File: src/rtl/mieu_pkg.sv
// Shared types and constants for the integer execute unit.
// Depends on nothing; used by every module in rtl/.
package mieu_pkg;

	localparam logic [2:0] EXC_NONE     = 3'd0;
	localparam logic [2:0] EXC_OVERFLOW = 3'd1;
	localparam logic [2:0] EXC_SYSCALL  = 3'd2;
	localparam logic [2:0] EXC_BREAK    = 3'd3;
	localparam logic [2:0] EXC_RESERVED = 3'd4;

	localparam logic [5:0] OP_SPECIAL = 6'h00;
	localparam logic [5:0] OP_ADDI    = 6'h08;
	localparam logic [5:0] OP_ADDIU   = 6'h09;
	localparam logic [5:0] OP_SLTI    = 6'h0A;
	localparam logic [5:0] OP_SLTIU   = 6'h0B;
	localparam logic [5:0] OP_ANDI    = 6'h0C;
	localparam logic [5:0] OP_ORI     = 6'h0D;
	localparam logic [5:0] OP_XORI    = 6'h0E;
	localparam logic [5:0] OP_LUI     = 6'h0F;

	// Branches, jumps, coprocessor ops, loads and stores: no effect here
	localparam logic [5:0] OP_REGIMM  = 6'h01;
	localparam logic [5:0] OP_J       = 6'h02;
	localparam logic [5:0] OP_JAL     = 6'h03;
	localparam logic [5:0] OP_BEQ     = 6'h04;
	localparam logic [5:0] OP_BNE     = 6'h05;
	localparam logic [5:0] OP_BLEZ    = 6'h06;
	localparam logic [5:0] OP_BGTZ    = 6'h07;
	localparam logic [5:0] OP_COP0    = 6'h10;
	localparam logic [5:0] OP_COP1    = 6'h11;
	localparam logic [5:0] OP_COP2    = 6'h12;
	localparam logic [5:0] OP_COP3    = 6'h13;
	localparam logic [5:0] OP_LB      = 6'h20;
	localparam logic [5:0] OP_LH      = 6'h21;
	localparam logic [5:0] OP_LWL     = 6'h22;
	localparam logic [5:0] OP_LW      = 6'h23;
	localparam logic [5:0] OP_LBU     = 6'h24;
	localparam logic [5:0] OP_LHU     = 6'h25;
	localparam logic [5:0] OP_LWR     = 6'h26;
	localparam logic [5:0] OP_SB      = 6'h28;
	localparam logic [5:0] OP_SH      = 6'h29;
	localparam logic [5:0] OP_SWL     = 6'h2A;
	localparam logic [5:0] OP_SW      = 6'h2B;
	localparam logic [5:0] OP_SWR     = 6'h2E;
	localparam logic [5:0] OP_LWC0    = 6'h30;
	localparam logic [5:0] OP_LWC1    = 6'h31;
	localparam logic [5:0] OP_LWC2    = 6'h32;
	localparam logic [5:0] OP_LWC3    = 6'h33;
	localparam logic [5:0] OP_SWC0    = 6'h38;
	localparam logic [5:0] OP_SWC1    = 6'h39;
	localparam logic [5:0] OP_SWC2    = 6'h3A;
	localparam logic [5:0] OP_SWC3    = 6'h3B;

	localparam logic [5:0] FN_SLL     = 6'h00;
	localparam logic [5:0] FN_SRL     = 6'h02;
	localparam logic [5:0] FN_SRA     = 6'h03;
	localparam logic [5:0] FN_SLLV    = 6'h04;
	localparam logic [5:0] FN_SRLV    = 6'h06;
	localparam logic [5:0] FN_SRAV    = 6'h07;
	localparam logic [5:0] FN_JR      = 6'h08;
	localparam logic [5:0] FN_JALR    = 6'h09;
	localparam logic [5:0] FN_SYSCALL = 6'h0C;
	localparam logic [5:0] FN_BREAK   = 6'h0D;
	localparam logic [5:0] FN_MFHI    = 6'h10;
	localparam logic [5:0] FN_MTHI    = 6'h11;
	localparam logic [5:0] FN_MFLO    = 6'h12;
	localparam logic [5:0] FN_MTLO    = 6'h13;
	localparam logic [5:0] FN_MULT    = 6'h18;
	localparam logic [5:0] FN_MULTU   = 6'h19;
	localparam logic [5:0] FN_DIV     = 6'h1A;
	localparam logic [5:0] FN_DIVU    = 6'h1B;
	localparam logic [5:0] FN_ADD     = 6'h20;
	localparam logic [5:0] FN_ADDU    = 6'h21;
	localparam logic [5:0] FN_SUB     = 6'h22;
	localparam logic [5:0] FN_SUBU    = 6'h23;
	localparam logic [5:0] FN_AND     = 6'h24;
	localparam logic [5:0] FN_OR      = 6'h25;
	localparam logic [5:0] FN_XOR     = 6'h26;
	localparam logic [5:0] FN_NOR     = 6'h27;
	localparam logic [5:0] FN_SLT     = 6'h2A;
	localparam logic [5:0] FN_SLTU    = 6'h2B;

	// Long-running hi/lo operation request
	typedef enum logic [1:0] {
		MD_MULT  = 2'd0,
		MD_MULTU = 2'd1,
		MD_DIV   = 2'd2,
		MD_DIVU  = 2'd3
	} md_op_t;

	typedef struct packed {
		logic        start;
		md_op_t      op;
		logic [31:0] a;
		logic [31:0] b;
	} md_req_t;

	typedef struct packed {
		logic        done;
		logic        upd;
		logic [31:0] hi;
		logic [31:0] lo;
	} md_rsp_t;

	// Result of one instruction
	typedef struct packed {
		logic [2:0]  exc;
		logic        we;
		logic [4:0]  widx;
		logic [31:0] wval;
	} alu_res_t;

endpackage

File: src/rtl/mips_integer_execute_unit_top.sv
// Top level of the integer execute unit: register file memory, hi/lo,
// sequencer and output register. Depends on mieu_pkg, mieu_alu, mieu_muldiv.

// One instruction per transfer, one result per instruction. Both operands are
// read from the synchronous register file at the input transfer; an ALU
// instruction executes, writes back and loads the output register in the
// next cycle, and the output state then marks its result valid.
// MULT/MULTU/DIV/DIVU occupy the shared one-bit-per-cycle multiply/divide
// unit for 32 iterations and wait for its done signal before the output
// state; the next instruction is taken only once the result is valid. A
// result that waits on the output holds off the next instruction. After reset
// a clearing pass zeroes the register file; no instruction is taken during it.
module mips_integer_execute_unit_top (
	input  logic         clk,
	input  logic         arst_n,
	input  logic         s_tvalid,
	output logic         s_tready,
	input  logic [31:0]  s_tdata,   // [31:0] instruction
	output logic         m_tvalid,
	input  logic         m_tready,
	output logic [111:0] m_tdata    // [2:0] exception_code, [3] write_enable,
	                                // [8:4] write_index, [40:9] write_value,
	                                // [72:41] hi_value, [104:73] lo_value,
	                                // [111:105] zero
);
	typedef enum logic [4:0] {
		ST_CLR  = 5'b00001,
		ST_IDLE = 5'b00010,
		ST_EXE  = 5'b00100,
		ST_MD   = 5'b01000,
		ST_OUT  = 5'b10000
	} state_t;

	state_t             state_q;
	logic [4:0]         clr_q;
	logic [31:0]        rf [32];
	logic [31:0]        rda_q, rdb_q, ins_q, hi_q, lo_q;
	mieu_pkg::alu_res_t res, res_q;
	logic               mthi, mtlo, md_start, ovalid_q;
	mieu_pkg::md_op_t   md_op;
	mieu_pkg::md_req_t  req;
	mieu_pkg::md_rsp_t  rsp;
	logic               s_acc, o_free;
	logic [31:0]        a, b;

	assign o_free   = !ovalid_q || m_tready;
	assign s_tready = (state_q == ST_IDLE) && o_free;
	assign s_acc    = s_tvalid && s_tready;

	// Register 0 reads zero regardless of memory contents
	assign a = (ins_q[25:21] == 5'd0) ? 32'd0 : rda_q;
	assign b = (ins_q[20:16] == 5'd0) ? 32'd0 : rdb_q;

	mieu_alu u_alu (
		.ins(ins_q), .a(a), .b(b), .hi(hi_q), .lo(lo_q), .res(res),
		.mthi(mthi), .mtlo(mtlo), .md_start(md_start), .md_op(md_op)
	);

	always_comb begin
		req.start = (state_q == ST_EXE) && md_start;
		req.op    = md_op;
		req.a     = a;
		req.b     = b;
	end

	mieu_muldiv u_md (.clk(clk), .arst_n(arst_n), .req(req), .rsp(rsp));

	// Register file: read on accept, write in execute or clearing pass
	always_ff @(posedge clk) begin
		if (s_acc) begin
			rda_q <= rf[s_tdata[25:21]];
			rdb_q <= rf[s_tdata[20:16]];
			ins_q <= s_tdata;
		end
		if (state_q == ST_CLR) begin
			rf[clr_q] <= '0;
		end else if ((state_q == ST_EXE) && res.we) begin
			rf[res.widx] <= res.wval;
		end
	end

	// Sequencer, hi/lo and output register
	always_ff @(posedge clk or negedge arst_n) begin
		if (!arst_n) begin
			state_q  <= ST_CLR;
			clr_q    <= '0;
			ovalid_q <= 1'b0;
			hi_q     <= '0;
			lo_q     <= '0;
			res_q    <= '0;
		end else begin
			if (m_tvalid && m_tready) ovalid_q <= 1'b0;
			unique case (state_q)
				ST_CLR: begin
					clr_q <= clr_q + 5'd1;
					if (clr_q == 5'd31) state_q <= ST_IDLE;
				end
				ST_IDLE: if (s_acc) state_q <= ST_EXE;
				ST_EXE: begin
					res_q <= res;
					if (mthi) hi_q <= a;
					if (mtlo) lo_q <= a;
					state_q <= md_start ? ST_MD : ST_OUT;
				end
				ST_MD: if (rsp.done) begin
					if (rsp.upd) begin
						hi_q <= rsp.hi;
						lo_q <= rsp.lo;
					end
					state_q <= ST_OUT;
				end
				ST_OUT: begin
					ovalid_q <= 1'b1;
					state_q  <= ST_IDLE;
				end
				default: state_q <= ST_IDLE;
			endcase
		end
	end

	assign m_tvalid = ovalid_q;
	assign m_tdata  = {7'd0, lo_q, hi_q, res_q.wval, res_q.widx, res_q.we, res_q.exc};

	a_stall_hold: assert property (@(posedge clk) disable iff (!arst_n)
		(m_tvalid && !m_tready) |=> (m_tvalid && $stable(m_tdata)))
		else $error("result changed while stalled");
	a_no_accept_busy: assert property (@(posedge clk) disable iff (!arst_n)
		(state_q != ST_IDLE) |-> !s_tready)
		else $error("input accepted while busy");
	a_r0_write: assert property (@(posedge clk) disable iff (!arst_n)
		m_tvalid |-> (m_tdata[3] == (m_tdata[8:4] != 5'd0)))
		else $error("write enable inconsistent with index");
	a_exc_nowrite: assert property (@(posedge clk) disable iff (!arst_n)
		(m_tvalid && (m_tdata[2:0] != mieu_pkg::EXC_NONE)) |-> !m_tdata[3])
		else $error("write on exception");
endmodule

File: src/rtl/mieu_alu.sv
// Combinational decode and integer ALU for one instruction.
// Depends on mieu_pkg.
module mieu_alu (
	input  logic [31:0]        ins,
	input  logic [31:0]        a,
	input  logic [31:0]        b,
	input  logic [31:0]        hi,
	input  logic [31:0]        lo,
	output mieu_pkg::alu_res_t res,
	output logic               mthi,
	output logic               mtlo,
	output logic               md_start,
	output mieu_pkg::md_op_t   md_op
);
	logic [5:0]  op, fn;
	logic [4:0]  sh;
	logic [31:0] se, ze, sum, dif, asum;
	logic        wr;

	assign op = ins[31:26];
	assign fn = ins[5:0];
	assign sh = ins[10:6];
	assign se = {{16{ins[15]}}, ins[15:0]};
	assign ze = {16'd0, ins[15:0]};
	assign sum = a + b;
	assign dif = a - b;
	assign asum = a + se;

	// Decode and compute the register write
	always_comb begin
		res.exc  = mieu_pkg::EXC_NONE;
		res.wval = '0;
		wr       = 1'b1;
		mthi     = 1'b0;
		mtlo     = 1'b0;
		md_start = 1'b0;
		md_op    = mieu_pkg::MD_MULT;
		res.widx = (op == mieu_pkg::OP_SPECIAL) ? ins[15:11] : ins[20:16];
		if (op == mieu_pkg::OP_SPECIAL) begin
			unique case (fn) inside
				mieu_pkg::FN_SLL:  res.wval = b << sh;
				mieu_pkg::FN_SRL:  res.wval = b >> sh;
				mieu_pkg::FN_SRA:  res.wval = $signed(b) >>> sh;
				mieu_pkg::FN_SLLV: res.wval = b << a[4:0];
				mieu_pkg::FN_SRLV: res.wval = b >> a[4:0];
				mieu_pkg::FN_SRAV: res.wval = $signed(b) >>> a[4:0];
				mieu_pkg::FN_JR, mieu_pkg::FN_JALR: wr = 1'b0;
				mieu_pkg::FN_SYSCALL: begin
					wr = 1'b0; res.exc = mieu_pkg::EXC_SYSCALL;
				end
				mieu_pkg::FN_BREAK: begin
					wr = 1'b0; res.exc = mieu_pkg::EXC_BREAK;
				end
				mieu_pkg::FN_MFHI: res.wval = hi;
				mieu_pkg::FN_MTHI: begin wr = 1'b0; mthi = 1'b1; end
				mieu_pkg::FN_MFLO: res.wval = lo;
				mieu_pkg::FN_MTLO: begin wr = 1'b0; mtlo = 1'b1; end
				mieu_pkg::FN_MULT: begin
					wr = 1'b0; md_start = 1'b1; md_op = mieu_pkg::MD_MULT;
				end
				mieu_pkg::FN_MULTU: begin
					wr = 1'b0; md_start = 1'b1; md_op = mieu_pkg::MD_MULTU;
				end
				mieu_pkg::FN_DIV: begin
					wr = 1'b0; md_start = 1'b1; md_op = mieu_pkg::MD_DIV;
				end
				mieu_pkg::FN_DIVU: begin
					wr = 1'b0; md_start = 1'b1; md_op = mieu_pkg::MD_DIVU;
				end
				mieu_pkg::FN_ADD: begin
					res.wval = sum;
					if ((a[31] == b[31]) && (sum[31] != a[31])) begin
						wr = 1'b0; res.exc = mieu_pkg::EXC_OVERFLOW;
					end
				end
				mieu_pkg::FN_ADDU: res.wval = sum;
				mieu_pkg::FN_SUB: begin
					res.wval = dif;
					if ((a[31] != b[31]) && (dif[31] != a[31])) begin
						wr = 1'b0; res.exc = mieu_pkg::EXC_OVERFLOW;
					end
				end
				mieu_pkg::FN_SUBU: res.wval = dif;
				mieu_pkg::FN_AND:  res.wval = a & b;
				mieu_pkg::FN_OR:   res.wval = a | b;
				mieu_pkg::FN_XOR:  res.wval = a ^ b;
				mieu_pkg::FN_NOR:  res.wval = ~(a | b);
				mieu_pkg::FN_SLT:  res.wval = {31'd0, $signed(a) < $signed(b)};
				mieu_pkg::FN_SLTU: res.wval = {31'd0, a < b};
				default: begin wr = 1'b0; res.exc = mieu_pkg::EXC_RESERVED; end
			endcase
		end else begin
			unique case (op) inside
				mieu_pkg::OP_ADDI: begin
					res.wval = asum;
					if ((a[31] == se[31]) && (asum[31] != a[31])) begin
						wr = 1'b0; res.exc = mieu_pkg::EXC_OVERFLOW;
					end
				end
				mieu_pkg::OP_ADDIU: res.wval = asum;
				mieu_pkg::OP_SLTI:  res.wval = {31'd0, $signed(a) < $signed(se)};
				mieu_pkg::OP_SLTIU: res.wval = {31'd0, a < se};
				mieu_pkg::OP_ANDI:  res.wval = a & ze;
				mieu_pkg::OP_ORI:   res.wval = a | ze;
				mieu_pkg::OP_XORI:  res.wval = a ^ ze;
				mieu_pkg::OP_LUI:   res.wval = {ins[15:0], 16'd0};
				mieu_pkg::OP_REGIMM, mieu_pkg::OP_J, mieu_pkg::OP_JAL,
				mieu_pkg::OP_BEQ, mieu_pkg::OP_BNE, mieu_pkg::OP_BLEZ,
				mieu_pkg::OP_BGTZ,
				mieu_pkg::OP_COP0, mieu_pkg::OP_COP1, mieu_pkg::OP_COP2,
				mieu_pkg::OP_COP3,
				mieu_pkg::OP_LB, mieu_pkg::OP_LH, mieu_pkg::OP_LWL,
				mieu_pkg::OP_LW, mieu_pkg::OP_LBU, mieu_pkg::OP_LHU,
				mieu_pkg::OP_LWR,
				mieu_pkg::OP_SB, mieu_pkg::OP_SH, mieu_pkg::OP_SWL,
				mieu_pkg::OP_SW, mieu_pkg::OP_SWR,
				mieu_pkg::OP_LWC0, mieu_pkg::OP_LWC1, mieu_pkg::OP_LWC2,
				mieu_pkg::OP_LWC3,
				mieu_pkg::OP_SWC0, mieu_pkg::OP_SWC1, mieu_pkg::OP_SWC2,
				mieu_pkg::OP_SWC3: wr = 1'b0;
				default: begin wr = 1'b0; res.exc = mieu_pkg::EXC_RESERVED; end
			endcase
		end
		res.we = wr && (res.widx != 5'd0);
		if (!res.we) begin
			res.widx = '0;
			res.wval = '0;
		end
	end
endmodule

File: src/rtl/mieu_muldiv.sv
// Shared multi-cycle multiply/divide unit: radix-2 shift-add multiply and
// restoring divide on magnitudes, one bit per cycle. Depends on mieu_pkg.
module mieu_muldiv (
	input  logic               clk,
	input  logic               arst_n,
	input  mieu_pkg::md_req_t  req,
	output mieu_pkg::md_rsp_t  rsp
);
	logic        busy_q, div_q, neg_q_q, neg_r_q, upd_q;
	logic [5:0]  cnt_q;
	logic [31:0] acc_q, x_q, y_q;
	logic [32:0] trial;
	logic        sa, sb, is_div, sgn;
	logic [31:0] ma, mb;
	logic [63:0] raw, prod;
	logic [31:0] quo, rem;

	always_comb begin
		is_div = (req.op == mieu_pkg::MD_DIV) || (req.op == mieu_pkg::MD_DIVU);
		sgn    = (req.op == mieu_pkg::MD_MULT) || (req.op == mieu_pkg::MD_DIV);
		sa     = sgn & req.a[31];
		sb     = sgn & req.b[31];
		ma     = sa ? (~req.a + 32'd1) : req.a;
		mb     = sb ? (~req.b + 32'd1) : req.b;
	end

	// multiply: acc:x hold partial product; divide: acc remainder, x quotient
	assign trial = div_q ? ({acc_q, x_q[31]} - {1'b0, y_q})
	                     : ({1'b0, acc_q} + (x_q[0] ? {1'b0, y_q} : 33'd0));

	// Count 32 iterations, then hold one done cycle
	always_ff @(posedge clk or negedge arst_n) begin
		if (!arst_n) begin
			busy_q <= 1'b0;
			cnt_q  <= '0;
		end else if (req.start) begin
			busy_q <= 1'b1;
			cnt_q  <= 6'd32;
		end else if (busy_q) begin
			if (cnt_q != 6'd0) cnt_q <= cnt_q - 6'd1;
			else busy_q <= 1'b0;
		end
	end

	// Advance one bit per cycle
	always_ff @(posedge clk) begin
		if (req.start) begin
			div_q   <= is_div;
			neg_q_q <= sa ^ sb;
			neg_r_q <= sa;
			upd_q   <= !(is_div && (req.b == 32'd0));
			acc_q   <= '0;
			x_q     <= ma;
			y_q     <= mb;
		end else if (busy_q && (cnt_q != 6'd0)) begin
			if (div_q) begin
				if (!trial[32]) begin
					acc_q <= trial[31:0];
					x_q   <= {x_q[30:0], 1'b1};
				end else begin
					acc_q <= {acc_q[30:0], x_q[31]};
					x_q   <= {x_q[30:0], 1'b0};
				end
			end else begin
				acc_q <= trial[32:1];
				x_q   <= {trial[0], x_q[31:1]};
			end
		end
	end

	assign raw  = {acc_q, x_q};
	assign prod = neg_q_q ? (~raw + 64'd1) : raw;
	assign quo  = neg_q_q ? (~x_q + 32'd1) : x_q;
	assign rem  = neg_r_q ? (~acc_q + 32'd1) : acc_q;

	always_comb begin
		rsp.done = busy_q && (cnt_q == 6'd0);
		rsp.upd  = upd_q;
		rsp.hi   = div_q ? rem : prod[63:32];
		rsp.lo   = div_q ? quo : prod[31:0];
	end
endmodule
File: config.mk
export PLATFORM = sky130hd
export DESIGN_NAME = mips_integer_execute_unit_top
export DESIGN_NICKNAME = d
export VERILOG_FILES = /design/src/rtl/mieu_pkg.sv /design/src/rtl/mips_integer_execute_unit_top.sv /design/src/rtl/mieu_alu.sv /design/src/rtl/mieu_muldiv.sv
export SDC_FILE = /design/constraint.sdc
export NUM_CORES = 2
export LEC_CHECK = 0
export BUFFER_PORTS_ARGS = -buffer_cell sky130_fd_sc_hd__buf_2
export CAP_MARGIN = 20
export CORE_ASPECT_RATIO = 0.5
export CORE_UTILIZATION = 40
export CTS_BUF_LIST = sky130_fd_sc_hd__clkbuf_16
export DETAILED_ROUTE_END_ITERATION = 7
export SETUP_SLACK_MARGIN = 0.1
export SLEW_MARGIN = 30
export SYNTH_ARGS = -nofsm -noshare
export SYNTH_HDL_FRONTEND = slang
export SYNTH_HIERARCHICAL = 1
export SYNTH_SLANG_ARGS = --single-unit
File: constraint.sdc
create_clock -name clk -period 9.7 [get_ports clk]
set_input_delay 0.485 -clock clk [delete_from_list [all_inputs] [get_ports clk]]
set_output_delay 0.485 -clock clk [all_outputs]
set_load 0.02 [all_outputs]
* After elaboration in Yosys (flattened, before gate mapping)
Memories as Yosys holds them, arrays and structs flattened. A register that Yosys moved wholly into a read port is not among the register bits.
Index checks and enable logic that the tools add are counted.
** Word-level totals
- Bits in registers :: 255
- Bits in writable memories :: 1024
- Bits of input ports :: 36
- Logic and storage cells :: 258
- Memories :: 1
** Memories
- rf :: depth 32, width 32, rd ports 2, clocked after memory_dff 2, wr ports 1, RTL line mips_integer_execute_unit_top.sv:36 : logic [31:0] rf [32];
** Operators by class
- Add/sub/neg operators :: 12
- Magnitude comparators :: 4
- Equal/unequal tests :: 86
- Shift-type cells :: 6
- Muxes and demuxes :: 71
- Bitwise operators :: 15
- Reductions and logical operators :: 44
** Operators with widths (count)
- $mux W32 :: 22
- $pmux W32 S16 :: 1
- $pmux W32 S7 :: 1
- $eq A6 B6 Y1 const B :: 30
- $not A32 Y32 :: 5
- $add A32 B1 Y32 const B :: 4
- $pmux W32 S2 :: 2
- $lt A32 B32 Y1 :: 3
- $eq A6 B4 Y1 const B :: 12
- $eq A6 B5 Y1 const B :: 12
- $add A32 B32 Y32 :: 2
- $add A64 B1 Y64 const B :: 1
- $mux W64 :: 1
- $not A64 Y64 :: 1
- $shl A32 B5 Y32 :: 2
- $shr A32 B5 Y32 :: 2
- $sshr A32 B5 Y32 :: 2
- $eq A6 B3 Y1 const B :: 7
- $reduce_or A38 Y1 :: 1
- $mux W37 :: 1
- $add A32 B33 Y33 :: 1
- $mux W33 :: 1
- $sub A33 B32 Y33 :: 1
- $and A32 B16 Y32 :: 1
- other kinds (53) :: 122

* Longest topological paths before layout
- Depth after elaboration :: 15
- Depth in mapped cells :: 26

* Modules after synthesis
Netlist, hierarchy kept.
** By module, submodules not included
- mips_integer_execute_unit_top :: times used 1, cells each 4174, area each 57238.6 um^2
- mieu_alu :: times used 1, cells each 2375, area each 15597.5 um^2
- mieu_muldiv :: times used 1, cells each 1418, area each 11103.1 um^2

* Worst setup path before layout
No wires, ideal clock.
- Kind :: reg2reg
- Start :: reg ins_q[16]
- End :: mem rf[22][0], enable pin
- Arrival :: 7.035 ns
- Slack :: 2.244 ns
- Cell stages (with the launch flop) :: 26
- Buffers on the path :: 6
- Period minus slack after synthesis :: 7.456 ns
- Path through :: edfxtp_1 > or4_1 > nor2_1 > clkbuf_1 > nor2b_1 > clkbuf_1 > inv_1 > ha_1 > clkbuf_1 > nand4_1 > or3_1 > o221a_2 > o32a_1 > xnor2_1 > nor3_1 > o31ai_1 > a21oi_1 > clkbuf_1 > inv_1 > and3b_1 > buf_2 > and2_1 > buf_4 > mux2i_1 > o32a_4 > nor2_1
** RTL lines
- start: declaration :: RTL line mips_integer_execute_unit_top.sv:37 : logic [31:0] rda_q, rdb_q, ins_q, hi_q, lo_q;
- start signal: assignment :: RTL line mips_integer_execute_unit_top.sv:73 : ins_q <= s_tdata;
- end: declaration :: RTL line mips_integer_execute_unit_top.sv:36

==> impl_metrics.sql <==
INSERT INTO impl_metrics (metric_group, metric, value, unit) VALUES
('sta', 'maxSlewHeadroom', '25.5', '%'),
('synthesis', 'post_synth_top_area_cell', 'edfxtp_1', ''),
('synthesis', 'post_synth.cell_area_avg', '10.5', 'um^2'),
('route', 'post_route_drc_violation_count', '1', ''),
('worst_setup_path', 'critical_setup_path_kind', 'flop to flop', ''),
('route', 'routed_wl', '365000', 'um'),
('clocking', 'cts_tree', 'yes', ''),
('worst_setup_path', 'arrival_time_reported_for_the_critical_path_endpoint', '9.28', 'ns'),
('sta', 'rsz0062_at_grt', 'false', ''),
('worst_setup_path', 'timing.rr.start', 'ins_q[16]', ''),
('worst_setup_path', 'worst_setup_path_end_kind', 'flop', ''),
('sta', 'timing.final.ws_setup', '0.877', 'ns'),
('sta', 'drv_slew', '0', ''),
('run', 'max_cap_violations', '0', ''),
('synthesis', 'syn-instance-count', '7967', ''),
('route', 'starting_drt_drc_count', '9870', ''),
('sta', 'tightestPinTransition', '1.11', 'ns'),
('grt', 'grt-ovfl-total', '0', ''),
('clocking', 'cts_sinks', '1343', ''),
('clocking', 'htree_levels', '4', ''),
('die', 'die_width', '650', 'um'),
('route', 'drt-pass1-iter-count', '8', ''),
('sta', 'finalHoldViolCount', '0', ''),
('worst_setup_path', 'slowest_stage', 'nor2_4', ''),
('worst_setup_path', 'path_max_fanout', '34', ''),
('synthesis', 'unique_cell_type_count_in_the_yosys_netlist', '103', ''),
('placement', 'port-buffer-count', '142', ''),
('sta', 'setup-tns-final', '0', 'ns'),
('worst_setup_path', 'cp.required', '10.15', 'ns'),
('worst_setup_path', 'path_cells', 'or4_1 -> nor2_4 -> buf_4 -> nor2b_1 -> buf_4 -> inv_1 -> ha_1 -> nor4_1 -> nand2_1 -> nor4_1 -> o21ai_0 -> a21oi_1 -> o21ai_0 -> mux2i_1 -> o31ai_1 -> a21oi_4 -> buf_4 -> a21oi_1 -> inv_1 -> nor4_1 -> a41oi_1 -> nor2_4 -> buf_4', ''),
('power', 'power.ir.vdd_worst', '114', 'uV'),
('clocking', 'post-cts-setup-buffers', '0', ''),
('die', 'floorplan.initialDensity', '40.4', '%'),
('outcome', 'run_status', 'finished with violations', ''),
('synthesis', 'synth_largest_type_area_fraction', '42.5', '%'),
('synthesis', 'ys_ff_latch', '1343', ''),
('synthesis', 'synth_ff_type', 'edfxtp_1', ''),
('power', 'cellPowerDensity', '191', 'nW/um^2'),
('synthesis', 'async_reset_ff_share', '9.16', '%'),
('final_layout', 'proportion_of_layout_cells_with_a_drive_suffix_above_1', '9.41', '%'),
('die', 'design.portCount', '150', ''),
('die', 'floorplan_core_area', '208000', 'um^2'),
('clocking', 'skew_pair_late_insertion_delay', '0.82', 'ns'),
('worst_setup_path', 'reg2reg_setup_slack', '0.88', 'ns'),
('final_layout', 'layout.filler_cells', '19500', ''),
('hold_path', 'hold_path_class', 'input port to flop', ''),
('grt', 'global_route_wire_length_before_repair', '506000', 'um'),
('synthesis', 'yosysWarningCount', '6', ''),
('clocking', 'tritoncts.num_buffers', '139', ''),
('clocking', 'clk_transition_reported_paths', '0.06', 'ns'),
('worst_setup_path', 'max_stage_delay', '0.95', 'ns'),
('clocking', 'cts-root-to-sink-buffers', '4', ''),
('route', 'ant_nets_after_route', '0', ''),
('placement', 'gpl.final_weighted_congestion', '1.06', ''),
('sta', 'achievable-frequency', '113', 'MHz'),
('sta', 'report.final.setup_viol', '0', ''),
('grt', 'maximum_number_of_pins_on_one_net_before_global_route_repair', '111', ''),
('route', 'vias_per_cell', '6.50', ''),
('worst_setup_path', 'cp_common_cell', 'buf_4', ''),
('die', 'row_count', '118', ''),
('outcome', 'failed_checks', 'design-rule violations', ''),
('grt', 'grt_antenna_before_repair', '30', ''),
('sta', 'finalCriticalPeriod', '8.82', 'ns'),
('power', 'p_leak', '34.2', 'nW'),
('worst_setup_path', 'critPathCapture', 'rf[19][18]', ''),
('worst_setup_path', 'worst_setup_path_start_kind', 'flop', ''),
('sta', 'clock_skew', '0.0806', 'ns'),
('grt', 'first_global_vias', '66100', ''),
('grt', 'grt_use_total', '33.1', '%'),
('synthesis', 'synth_area_leaders', 'edfxtp_1 (43%), mux2i_1 (15%), a21oi_1 (3.8%)', ''),
('final_layout', 'area_grow_syn2layout', '10.8', '%');
-- flip-flops by register name, summed over array words and instances, names as in the netlist, 32 cells and up --
signal,flops
rf,1024
hi_q,32
rdb_q,32
u_md/acc_q,32
u_md/x_q,32
lo_q,32
rda_q,32
m_tdata,41
u_md/y_q,32
ins_q,32
-- cells in the mapped netlist, drive strengths merged (15+ instances only) --
| master | number |
|---|---|
| and2 | 70 |
| a221o | 15 |
| clkbuf | 323 |
| o22ai | 37 |
| xor2 | 80 |
| nand3 | 275 |
| xnor2 | 183 |
| a211oi | 50 |
| o21bai | 25 |
| or4 | 15 |
| and3 | 94 |
| o2111ai | 15 |
| a22oi | 249 |
| dfxtp | 32 |
| o31ai | 49 |
| o21ai | 285 |
| or2 | 20 |
| or3 | 40 |
| a221oi | 42 |
| a31oi | 119 |
| nand4 | 27 |
| o221ai | 40 |
| a41oi | 15 |
| o41ai | 18 |
| mux2i | 1254 |
| a21o | 65 |
| edfxtp | 1188 |
| nor3 | 178 |
| a2111oi | 17 |
| buf | 229 |
| ha | 256 |
| nand2 | 707 |
| nor2 | 415 |
| nor2b | 62 |
| inv | 236 |
| mux2 | 15 |
| a22o | 144 |
| a222oi | 25 |
| a21oi | 647 |
| nor4 | 34 |
| o21a | 23 |
| dfrtp | 122 |
| nand2b | 40 |
| o211ai | 45 |
-- per-layer routing --
metal	track usage, %	vias up	part of all wire [%]	wire (um)
li1	-	30200	-	-
met1	44.8	35500	41	149000
met2	49.8	4024	43	157000
met3	7.04	816	9.8	35800
met4	17.9	16	6.2	22800
met5	0	-	0.036	130
-- cell type report --
type                    count  area (um^2)  share of cell area, %
inverters                 236          886                  0.953
clock buffers             144         3600                   3.88
clock inverters            92          607                  0.653
well taps                2760         3450                   3.71
flip-flops and latches   1343        39400                   42.4
multi-input cells        5842        41900                   45.1
diodes                     15         37.5                 0.0404
repair buffers            421         3090                   3.32
-- kinds of logic (layout without fill, tap and decap cells) --
logic type                 after synthesis  in the layout  synth area share, %
muxes                                 1275           1275                 15.3
buffers and inverters                  788            893                 3.89
AOI/OAI and AO/OA                     2009           2009                 15.8
adders and majority gates              261            261                 3.94
xor gates and xnor gates               263            263                 2.74
DFF                                   1343           1343                 46.9
and+or+nand+nor                       2027           2027                 11.4
other                                    1             22              0.00447
-- how the worst min path moves through the flow --
stage,start,end,slack [ns],cells after the start
floorplan,arst_n,clr_q[0],0.19,0
global placement,m_tdata[7],m_tdata[7],0.46,2
detailed placement,m_tdata[39],m_tdata[39],0.46,2
CTS,s_tdata[24],ins_q[24],0.009,1
global route,s_tdata[24],ins_q[24],0.04,1
finish,s_tdata[24],ins_q[24],0.07,1
-- where the power goes --
part	total, mW	leakage (nW)	switching [mW]	internal (mW)
Clock	5.21	2.16	2.34	2.87
Combinational	5.85	21.4	4.17	1.67
Sequential	6.73	10.7	0.276	6.45
Total	17.8	34.2	6.79	11.0
-- metrics by stage --
stage / power, mW / utilization (%) / std cells / area [um^2]
2_1_floorplan: 10.0 / - / 7973 / 84000
4_1_cts: 17.6 / 44.7 / 10800 / 92900
3_5_place_dp: 12.4 / 42.6 / 10600 / 88400
5_1_grt: 18.2 / 44.7 / 10800 / 93000
3_3_place_gp: 12.5 / 42.5 / 10600 / 88300
6_report: 17.8 / 44.8 / 10900 / 93000
-- cells in the final DEF, fill, tap and decap left out, drive strengths merged, types with 178 or more instances in the layout --
cell / n
a22oi: 249
buf: 396
inv: 268
xnor2: 183
nor3: 178
mux2i: 1254
o21ai: 285
edfxtp: 1188
a21oi: 647
nand2: 707
nor2: 415
nand3: 275
ha: 256
-- worst max-delay path: cells and delay by family (launching register included) --
| family | cells | cell delay [ns] |
|---|---|---|
| and+or+nand+nor | 8 | 3.22 |
| DFF | 1 | 0.44 |
| muxes | 1 | 0.20 |
| buffers and inverters | 6 | 1.65 |
| adders and majority gates | 1 | 0.37 |
| AOI/OAI and AO/OA | 7 | 2.55 |
-- repair_timing --
item / in CTS / in global routing
resized for setup: 0 / 0
hold buffers: 25 / 0
endpoints found under the hold margin: 93 / 0
Note: power is estimated with default switching activity, not from simulation.
